===== config.mk =====
export PLATFORM = sky130hd
export DESIGN_NAME = triangle_tone_synth_from_light_sensors_top
export DESIGN_NICKNAME = d
export VERILOG_FILES = /design/src/sv/tts_pkg.sv /design/src/sv/tts_front.sv /design/src/sv/tts_osc.sv /design/src/sv/triangle_tone_synth_from_light_sensors_top.sv
export SDC_FILE = /design/constraint.sdc
export NUM_CORES = 1
export LEC_CHECK = 0
export ABC_AREA = 1
export BUFFER_PORTS_ARGS = -buffer_cell sky130_fd_sc_hd__buf_2
export CAP_MARGIN = 20
export CORE_MARGIN = 2
export CORE_UTILIZATION = 57
export DETAILED_ROUTE_END_ITERATION = 6
export HOLD_SLACK_MARGIN = 0.08
export PLACE_DENSITY = 0.78
export SYNTH_ARGS = -nofsm -noshare
export SYNTH_HDL_FRONTEND = slang
export SYNTH_HIERARCHICAL = 1
export SYNTH_SLANG_ARGS = --single-unit
export TNS_END_PERCENT = 30

===== constraint.sdc =====
create_clock -name clk -period 6.8 [get_ports clk]
set_input_delay 1.36 -clock clk [delete_from_list [all_inputs] [get_ports clk]]
set_output_delay 1.36 -clock clk [all_outputs]
set_load 0.05 [all_outputs]

===== src/sv/tts_pkg.sv =====
package tts_pkg;

	// Pitch step and volume limits.
	localparam logic [13:0] PITCH_MIN = 14'd100;
	localparam logic [13:0] PITCH_MAX = 14'd12000;
	localparam logic [7:0]  VOL_MAX   = 8'd255;
	localparam logic [9:0]  VOL_OFFSET = 10'd10;
	localparam logic [14:0] PITCH_OFFSET = 15'd400;

	// Reset values of the oscillator state and the registers.
	localparam logic [15:0] STEP_RESET        = 16'd100;
	localparam logic [6:0]  DEPTH_RESET       = 7'd0;
	localparam logic [9:0]  HALF_PERIOD_RESET = 10'd10;

	// Configuration port.
	localparam int CFG_IDX_W  = 2;
	localparam int CFG_DATA_W = 10;
	localparam logic [CFG_IDX_W-1:0] REG_MOD_DEPTH       = 2'd0;
	localparam logic [CFG_IDX_W-1:0] REG_MOD_HALF_PERIOD = 2'd1;

	typedef struct packed {
		logic [6:0] mod_depth;
		logic [9:0] mod_half_period;
	} cfg_t;

	// Per-sample values derived from the light readings.
	typedef struct packed {
		logic [13:0] pitch;
		logic [7:0]  vol;
	} item_t;

	// clamp(10*(on-off)-400, 100, 12000)
	function automatic logic [13:0] pitch_calc(input logic [9:0] on, input logic [9:0] off);
		logic signed [14:0] d;
		logic signed [14:0] v;
		d = $signed({5'b0, on}) - $signed({5'b0, off});
		v = (d <<< 3) + (d <<< 1) - $signed(PITCH_OFFSET);
		if (v < $signed({1'b0, PITCH_MIN})) begin
			pitch_calc = PITCH_MIN;
		end else if (v > $signed({1'b0, PITCH_MAX})) begin
			pitch_calc = PITCH_MAX;
		end else begin
			pitch_calc = v[13:0];
		end
	endfunction

	// clamp(on-off-10, 0, 255)
	function automatic logic [7:0] vol_calc(input logic [9:0] on, input logic [9:0] off);
		logic signed [11:0] v;
		v = $signed({2'b0, on}) - $signed({2'b0, off}) - $signed({2'b0, VOL_OFFSET});
		if (v < 12'sd0) begin
			vol_calc = 8'd0;
		end else if (v > $signed({4'b0, VOL_MAX})) begin
			vol_calc = VOL_MAX;
		end else begin
			vol_calc = v[7:0];
		end
	endfunction

endpackage


===== src/sv/tts_front.sv =====
module tts_front (
	input  logic                clk,
	input  logic                arst_n,
	input  logic                in_valid,
	input  logic                in_stall,
	input  logic [9:0]          left_light_on,
	input  logic [9:0]          left_light_off,
	input  logic [9:0]          right_light_on,
	input  logic [9:0]          right_light_off,
	input  logic                take,
	output logic                valid_s1,
	output tts_pkg::item_t      item_s1
);

	logic accept;

	assign accept = in_valid && !in_stall;

	// Stage valid: set by an accepted beat, cleared when the oscillator takes it.
	always_ff @(posedge clk or negedge arst_n) begin
		if (!arst_n) begin
			valid_s1 <= 1'b0;
		end else if (accept) begin
			valid_s1 <= 1'b1;
		end else if (take) begin
			valid_s1 <= 1'b0;
		end
	end

	// Pitch step and volume are formed from the readings on the way in.
	always_ff @(posedge clk) begin
		if (accept) begin
			item_s1.pitch <= tts_pkg::pitch_calc(left_light_on, left_light_off);
			item_s1.vol   <= tts_pkg::vol_calc(right_light_on, right_light_off);
		end
	end

endmodule


===== src/sv/tts_osc.sv =====
module tts_osc #(
	parameter int PHASE_BITS = 16
) (
	input  logic                clk,
	input  logic                arst_n,
	input  logic                valid_s1,
	input  tts_pkg::item_t      item_s1,
	input  tts_pkg::cfg_t       cfg,
	input  logic                out_stall,
	output logic                take,
	output logic                out_valid,
	output logic [7:0]          sample
);

	localparam int SW = ((PHASE_BITS > 16) ? PHASE_BITS : 16) + 1;
	localparam logic [SW-1:0] PHASE_MAX = SW'((64'd1 << PHASE_BITS) - 64'd1);

	logic [PHASE_BITS-1:0] phase_q;
	logic                  rising_q;
	logic [15:0]           step_q;
	logic [10:0]           count_q;
	logic                  mod_up_q;

	logic [SW-1:0]         phase_x;
	logic [SW-1:0]         step_x;
	logic [SW-1:0]         sum_x;
	logic [SW-1:0]         diff_x;
	logic [PHASE_BITS-1:0] phase_d;
	logic                  rising_d;
	logic [10:0]           count_inc;
	logic [10:0]           count_d;
	logic [15:0]           step_d;
	logic                  mod_up_d;
	logic                  reload;
	logic [15:0]           pitch_x;
	logic [15:0]           depth_x;
	logic [15:0]           prod;

	// The output register loads whenever it is empty or being drained.
	assign take = valid_s1 && (!out_valid || !out_stall);

	// Phase advance with reflection at both ends.
	always_comb begin
		phase_x   = SW'(phase_q);
		step_x    = SW'(step_q);
		sum_x     = phase_x + step_x;
		diff_x    = step_x - phase_x;
		phase_d   = phase_q;
		rising_d  = rising_q;
		count_inc = count_q;
		if (!rising_q && (phase_x < step_x)) begin
			phase_d   = diff_x[PHASE_BITS-1:0];
			rising_d  = 1'b1;
			count_inc = count_q + 11'd1;
		end else if (rising_q && (sum_x > PHASE_MAX)) begin
			phase_d   = PHASE_MAX[PHASE_BITS-1:0] - sum_x[PHASE_BITS-1:0];
			rising_d  = 1'b0;
			count_inc = count_q + 11'd1;
		end else if (rising_q) begin
			phase_d   = sum_x[PHASE_BITS-1:0];
		end else begin
			phase_d   = phase_q - step_x[PHASE_BITS-1:0];
		end
	end

	// Vibrato reload once the reflection count passes the half period.
	always_comb begin
		pitch_x  = {2'b0, item_s1.pitch};
		depth_x  = {9'b0, cfg.mod_depth};
		reload   = count_inc > {1'b0, cfg.mod_half_period};
		step_d   = step_q;
		mod_up_d = mod_up_q;
		count_d  = count_inc;
		if (reload) begin
			count_d  = 11'd0;
			mod_up_d = !mod_up_q;
			if (!mod_up_q) begin
				step_d = pitch_x + depth_x;
			end else if (pitch_x > depth_x) begin
				step_d = pitch_x - depth_x;
			end else begin
				step_d = 16'd0;
			end
		end
	end

	assign prod = 16'(phase_d[PHASE_BITS-1 -: 8]) * 16'(item_s1.vol);

	// Oscillator state moves once per sample beat.
	always_ff @(posedge clk or negedge arst_n) begin
		if (!arst_n) begin
			phase_q  <= '0;
			rising_q <= 1'b1;
			step_q   <= tts_pkg::STEP_RESET;
			count_q  <= '0;
			mod_up_q <= 1'b0;
		end else if (take) begin
			phase_q  <= phase_d;
			rising_q <= rising_d;
			step_q   <= step_d;
			count_q  <= count_d;
			mod_up_q <= mod_up_d;
		end
	end

	// Output register.
	always_ff @(posedge clk or negedge arst_n) begin
		if (!arst_n) begin
			out_valid <= 1'b0;
		end else if (take) begin
			out_valid <= 1'b1;
		end else if (!out_stall) begin
			out_valid <= 1'b0;
		end
	end

	always_ff @(posedge clk) begin
		if (take) begin
			sample <= prod[15:8];
		end
	end

endmodule


===== src/sv/triangle_tone_synth_from_light_sensors_top.sv =====
// Triangle tone synthesizer driven by four light readings per sample beat.
// Each beat is registered in the input stage and then in the output register.
// Throughput: one sample per cycle while out_stall is low; the phase update and sample multiply share one stage.
// Reset (arst_n low) clears the phase, sets the direction upward, the active step to 100,
// the vibrato depth to 0 and the half period to 10.
module triangle_tone_synth_from_light_sensors_top #(
	parameter int PHASE_BITS = 16
) (
	input  logic                            clk,
	input  logic                            arst_n,
	input  logic                            in_valid,
	output logic                            in_stall,
	input  logic [9:0]                      left_light_on,
	input  logic [9:0]                      left_light_off,
	input  logic [9:0]                      right_light_on,
	input  logic [9:0]                      right_light_off,
	output logic                            out_valid,
	input  logic                            out_stall,
	output logic [7:0]                      sample,
	input  logic                            cfg_valid,
	output logic                            cfg_ready,
	input  logic [tts_pkg::CFG_IDX_W-1:0]   cfg_index,
	input  logic [tts_pkg::CFG_DATA_W-1:0]  cfg_data
);

	tts_pkg::cfg_t  cfg_q;
	tts_pkg::item_t item_s1;
	logic           valid_s1;
	logic           take;

	assign cfg_ready = 1'b1;

	// Register writes; unknown indexes are dropped.
	always_ff @(posedge clk or negedge arst_n) begin
		if (!arst_n) begin
			cfg_q.mod_depth       <= tts_pkg::DEPTH_RESET;
			cfg_q.mod_half_period <= tts_pkg::HALF_PERIOD_RESET;
		end else if (cfg_valid && cfg_ready) begin
			case (cfg_index)
				tts_pkg::REG_MOD_DEPTH: begin
					cfg_q.mod_depth <= cfg_data[6:0];
				end
				tts_pkg::REG_MOD_HALF_PERIOD: begin
					cfg_q.mod_half_period <= cfg_data[9:0];
				end
				default: begin
				end
			endcase
		end
	end

	// A new beat waits only while the input stage is full and cannot move on.
	assign in_stall = valid_s1 && !take;

	tts_front u_front (
		.clk             (clk),
		.arst_n          (arst_n),
		.in_valid        (in_valid),
		.in_stall        (in_stall),
		.left_light_on   (left_light_on),
		.left_light_off  (left_light_off),
		.right_light_on  (right_light_on),
		.right_light_off (right_light_off),
		.take            (take),
		.valid_s1        (valid_s1),
		.item_s1         (item_s1)
	);

	tts_osc #(
		.PHASE_BITS (PHASE_BITS)
	) u_osc (
		.clk       (clk),
		.arst_n    (arst_n),
		.valid_s1  (valid_s1),
		.item_s1   (item_s1),
		.cfg       (cfg_q),
		.out_stall (out_stall),
		.take      (take),
		.out_valid (out_valid),
		.sample    (sample)
	);

endmodule


==> impl_summary.log <==
INFO  metric outcome = finished clean
INFO  metric core.rowCount = 52
INFO  metric finalNonFillerCells = 1,996
INFO  metric first_pass_iters = 5
INFO  metric synth_area_in_compound_gates = 13.65%
INFO  metric dominant_combinational_cell_family_by_area_after_synthesis = simple AND/OR/NAND/NOR gates
INFO  metric placement.cell_area = 0.01234 mm2
INFO  metric use_met3 = 3.981%
INFO  metric ys_async_sr_fraction = 68.82%
INFO  metric synthDistinctLibCells = 64
INFO  metric met2_capacity_usage_during_global_routing = 46.86%
INFO  metric grt_first_pass_wirelength = 48,820 um
INFO  metric grt_overflow = 0
INFO  metric setup_total_negative_slack = 0 ns
INFO  metric timing.critical_path.to_type = flop
INFO  metric cp_data_required_time = 6.92 ns
INFO  metric place.detailed.hpwl = 23,330 um
INFO  metric area_delta_synth_final = 7.630%
INFO  metric cts.repair_timing.setup_buffer_count = 0
INFO  metric drt_drc_violations_left = 0
INFO  metric numPlacedInstances = 1,979
INFO  metric clkSlewWorstSetupHoldPaths = 0.08 ns
INFO  metric route.vias.total = 10,794
INFO  metric drt_first_iter_violations = 769
INFO  metric clock_tree_from_tritoncts = done
INFO  metric synth-simple-area-share = 25.65%
INFO  metric multi_input_comb_area = 0.007931 mm2
INFO  metric timing_hold_violations_final = 0
INFO  metric number_of_global_route_vias_before_repair = 10,676
INFO  metric clock_insertion_delay_worst_skew = 0.36 ns
INFO  metric max_stage_delay_on_crit_path = 0.54 ns
INFO  metric hp-class = flop to flop
INFO  metric clock_skew = 0.01029 ns
INFO  metric synthXorXnorAreaFrac = 5.034%
INFO  metric cts_buffers = 9
INFO  metric synth_nets = 1,912
INFO  metric gr-usage-met1 = 35.96%
INFO  metric antenna_left = 0
INFO  metric dominantRegCellSynth = sky130_fd_sc_hd__dfrtp_1
INFO  metric cts.path.max_buffers = 2
INFO  metric yosys_warnings = 6
INFO  metric fill_cells = 1,912
INFO  metric synth_enable_flop_cells = 29
INFO  metric worstPathBufferInverterCount = 3
INFO  metric h-tree-depth = 3
INFO  metric initial_utilization = 58.16%
INFO  metric final-max-slew-violation-count = 0
INFO  metric crit_path_max_delay_family = adder cells
INFO  metric ioPinCount = 68
INFO  metric syn-cell-area = 0.01181 mm2
INFO  metric largest_net_degree_at_the_start_of_global_routing = 65
INFO  metric timing.final.ws_setup = 0.3869 ns
INFO  metric design.die.area = 0.02188 mm2
INFO  metric die_x = 147.9 um
INFO  metric fin_area = 0.01271 mm2
INFO  metric critical_path.max_fanout = 6
INFO  metric global_route.usage.total = 27.32%
INFO  metric final_critical_period = 6.413 ns
INFO  metric routed_wl = 28,850 um
INFO  metric setup.worst_path.start_class = flop
INFO  metric postSynthCellCount = 1,667
INFO  metric min_period_over_period = 94.31%
INFO  metric finish.net_count = 1,966
INFO  metric placement.setup.worst_slack = 0.3192 ns
INFO  metric maxCapViolCount = 0
INFO  metric worst_ep_arrival_time = 6.53 ns
INFO  metric wire_per_inst = 14.45 um
INFO  metric worst_path_max_delay_cell = sky130_fd_sc_hd__fa_1
INFO  metric antenna_found_initial = 0
INFO  metric fp.coreArea = 0.02030 mm2
INFO  metric synth_mux_area_share = 0%
INFO  metric setup_viol = 0
INFO  metric placement.io_buffers = 66
INFO  metric fmax = 155.9 MHz
INFO  metric ys_seq_area_share = 21.00%
INFO  metric setup.worst_path.class = flop to flop
INFO  metric ff_latch_area = 0.002481 mm2
INFO  metric via_per_inst = 5.408
INFO  metric clock-sinks = 93
INFO  metric synth-seq-cells = 93
INFO  metric slew-limit-headroom = 43.00%
INFO  metric drive_gt1_share = 10.54%
INFO  metric clock_tree.root_cell = sky130_fd_sc_hd__clkbuf_16
INFO  metric adder_and_majority_gate_portion_of_the_synthesized_area = 22.66%
INFO  metric diodes = 0
INFO  metric synth_area_per_cell = 7.082 um2
INFO  metric grt_busiest_layer = met2
INFO  metric rsz0062_at_grt = no
INFO  metric chipHeight = 147.9 um
INFO  metric worst_slew_pin_slew = 0.8550 ns
INFO  metric gp_congestion = 0.9688
[flip-flops by register name, indices dropped and copies added, names as in the netlist]
signal            cells
u_osc/rising_q        1
u_front/item_s1      21
u_osc/phase_q        16
u_osc/out_valid       1
u_osc/step_q         16
u_osc/mod_up_q        1
cfg_q                17
u_osc/count_q        11
u_front/valid_s1      1
u_osc/sample          8
[layer usage]
metal	vias to the layer above	part of all wire, %
met2	324	46
met1	4964	45
li1	5457	-
met4	0	2.2
met3	49	6.3
met5	-	0
[final timing paths]
check	start	slack, ns	depth (start not counted)	endpoint
max	u_osc/phase_q[0]	0.39	28	u_osc/sample[6]
min	cfg_q[1]	0.48	2	cfg_q[1]
max reg2reg	u_osc/phase_q[0]	0.39	28	u_osc/sample[6]
min reg2reg	cfg_q[1]	0.48	2	cfg_q[1]
max in group asynchronous	arst_n	5.02	2	u_osc/phase_q[1]
min in group asynchronous	arst_n	1.18	2	cfg_q[15]
[cell usage after synthesis, types with 10 or more instances]
cell type | n | area, um2
sky130_fd_sc_hd__inv_1 | 298 | 1119
sky130_fd_sc_hd__nand2_1 | 384 | 1441
sky130_fd_sc_hd__dfrtp_1 | 58 | 1451
sky130_fd_sc_hd__xnor2_1 | 10 | 87.58
sky130_fd_sc_hd__fa_1 | 43 | 860.8
sky130_fd_sc_hd__o21ai_0 | 72 | 360.4
sky130_fd_sc_hd__nand4_1 | 29 | 181.4
sky130_fd_sc_hd__nor2_1 | 131 | 491.7
sky130_fd_sc_hd__o21ai_1 | 22 | 110.1
sky130_fd_sc_hd__ha_1 | 145 | 1814
sky130_fd_sc_hd__nand2_2 | 17 | 106.4
sky130_fd_sc_hd__clkbuf_1 | 11 | 41.29
sky130_fd_sc_hd__a21oi_1 | 102 | 510.5
sky130_fd_sc_hd__xor2_1 | 56 | 490.5
sky130_fd_sc_hd__nand3_1 | 83 | 415.4
sky130_fd_sc_hd__edfxtp_1 | 29 | 870.8
sky130_fd_sc_hd__nor3_1 | 14 | 70.07
sky130_fd_sc_hd__inv_2 | 20 | 75.07
[repair_timing]
action / 4_1_cts / 5_1_grt
gates resized for setup: 0 / 6
hold buffers: 0 / 0
setup endpoints to repair: 0 / 2
endpoints found under the hold margin: 0 / 0
[tightest hold or removal path: cells and delay by family, from the launching register on]
kind | cells | cell delay, ns
simple gates | 2 | 0.11
flops | 1 | 0.38
[cell families after synthesis]
group,count (synthesis)
adder cells (fa/ha/maj),188
AND/OR/NAND/NOR,688
XOR/XNOR,67
AO/OA/AOI/OAI,275
flip-flops,93
other,2
buffers and inverters,354
[stage by stage]
stage / hold slack [ns] / utilization, %
floorplan: 0.4419 / -
global placement: 0.4598 / 60.79
detailed placement: 0.4628 / 60.79
CTS: 0.4798 / 62.41
global route: 0.4939 / 62.60
finish: 0.4793 / 62.60
[placed cells by master, fill, tap and decap left out, types with 9 or more instances in the layout]
cell type	instances
sky130_fd_sc_hd__xnor2_1	10
sky130_fd_sc_hd__dfrtp_1	57
sky130_fd_sc_hd__nand2_1	382
sky130_fd_sc_hd__fa_1	43
sky130_fd_sc_hd__buf_2	66
sky130_fd_sc_hd__a31oi_1	9
sky130_fd_sc_hd__clkbuf_16	10
sky130_fd_sc_hd__a21oi_1	102
sky130_fd_sc_hd__o21ai_1	21
sky130_fd_sc_hd__xor2_1	56
sky130_fd_sc_hd__nand4_1	29
sky130_fd_sc_hd__inv_1	298
sky130_fd_sc_hd__o21ai_2	10
sky130_fd_sc_hd__nand3_1	83
sky130_fd_sc_hd__nor3_1	14
sky130_fd_sc_hd__nor2_1	130
sky130_fd_sc_hd__inv_2	20
sky130_fd_sc_hd__nand2_2	19
sky130_fd_sc_hd__edfxtp_1	29
sky130_fd_sc_hd__o21bai_1	9
sky130_fd_sc_hd__o21ai_0	71
sky130_fd_sc_hd__ha_1	145
[layout make-up]
type	count	share of cell area, %
clock buffer	9	1.772
clock inverter	7	0.8074
inverter	323	9.610
multi-input combinational	1220	62.42
sequential	93	19.53
tap	270	2.659
timing repair buffer	74	3.210
Power is left out: the tool's default activity adds up to more than one toggle a clock period on the data nets, which glitch-free logic cannot reach.
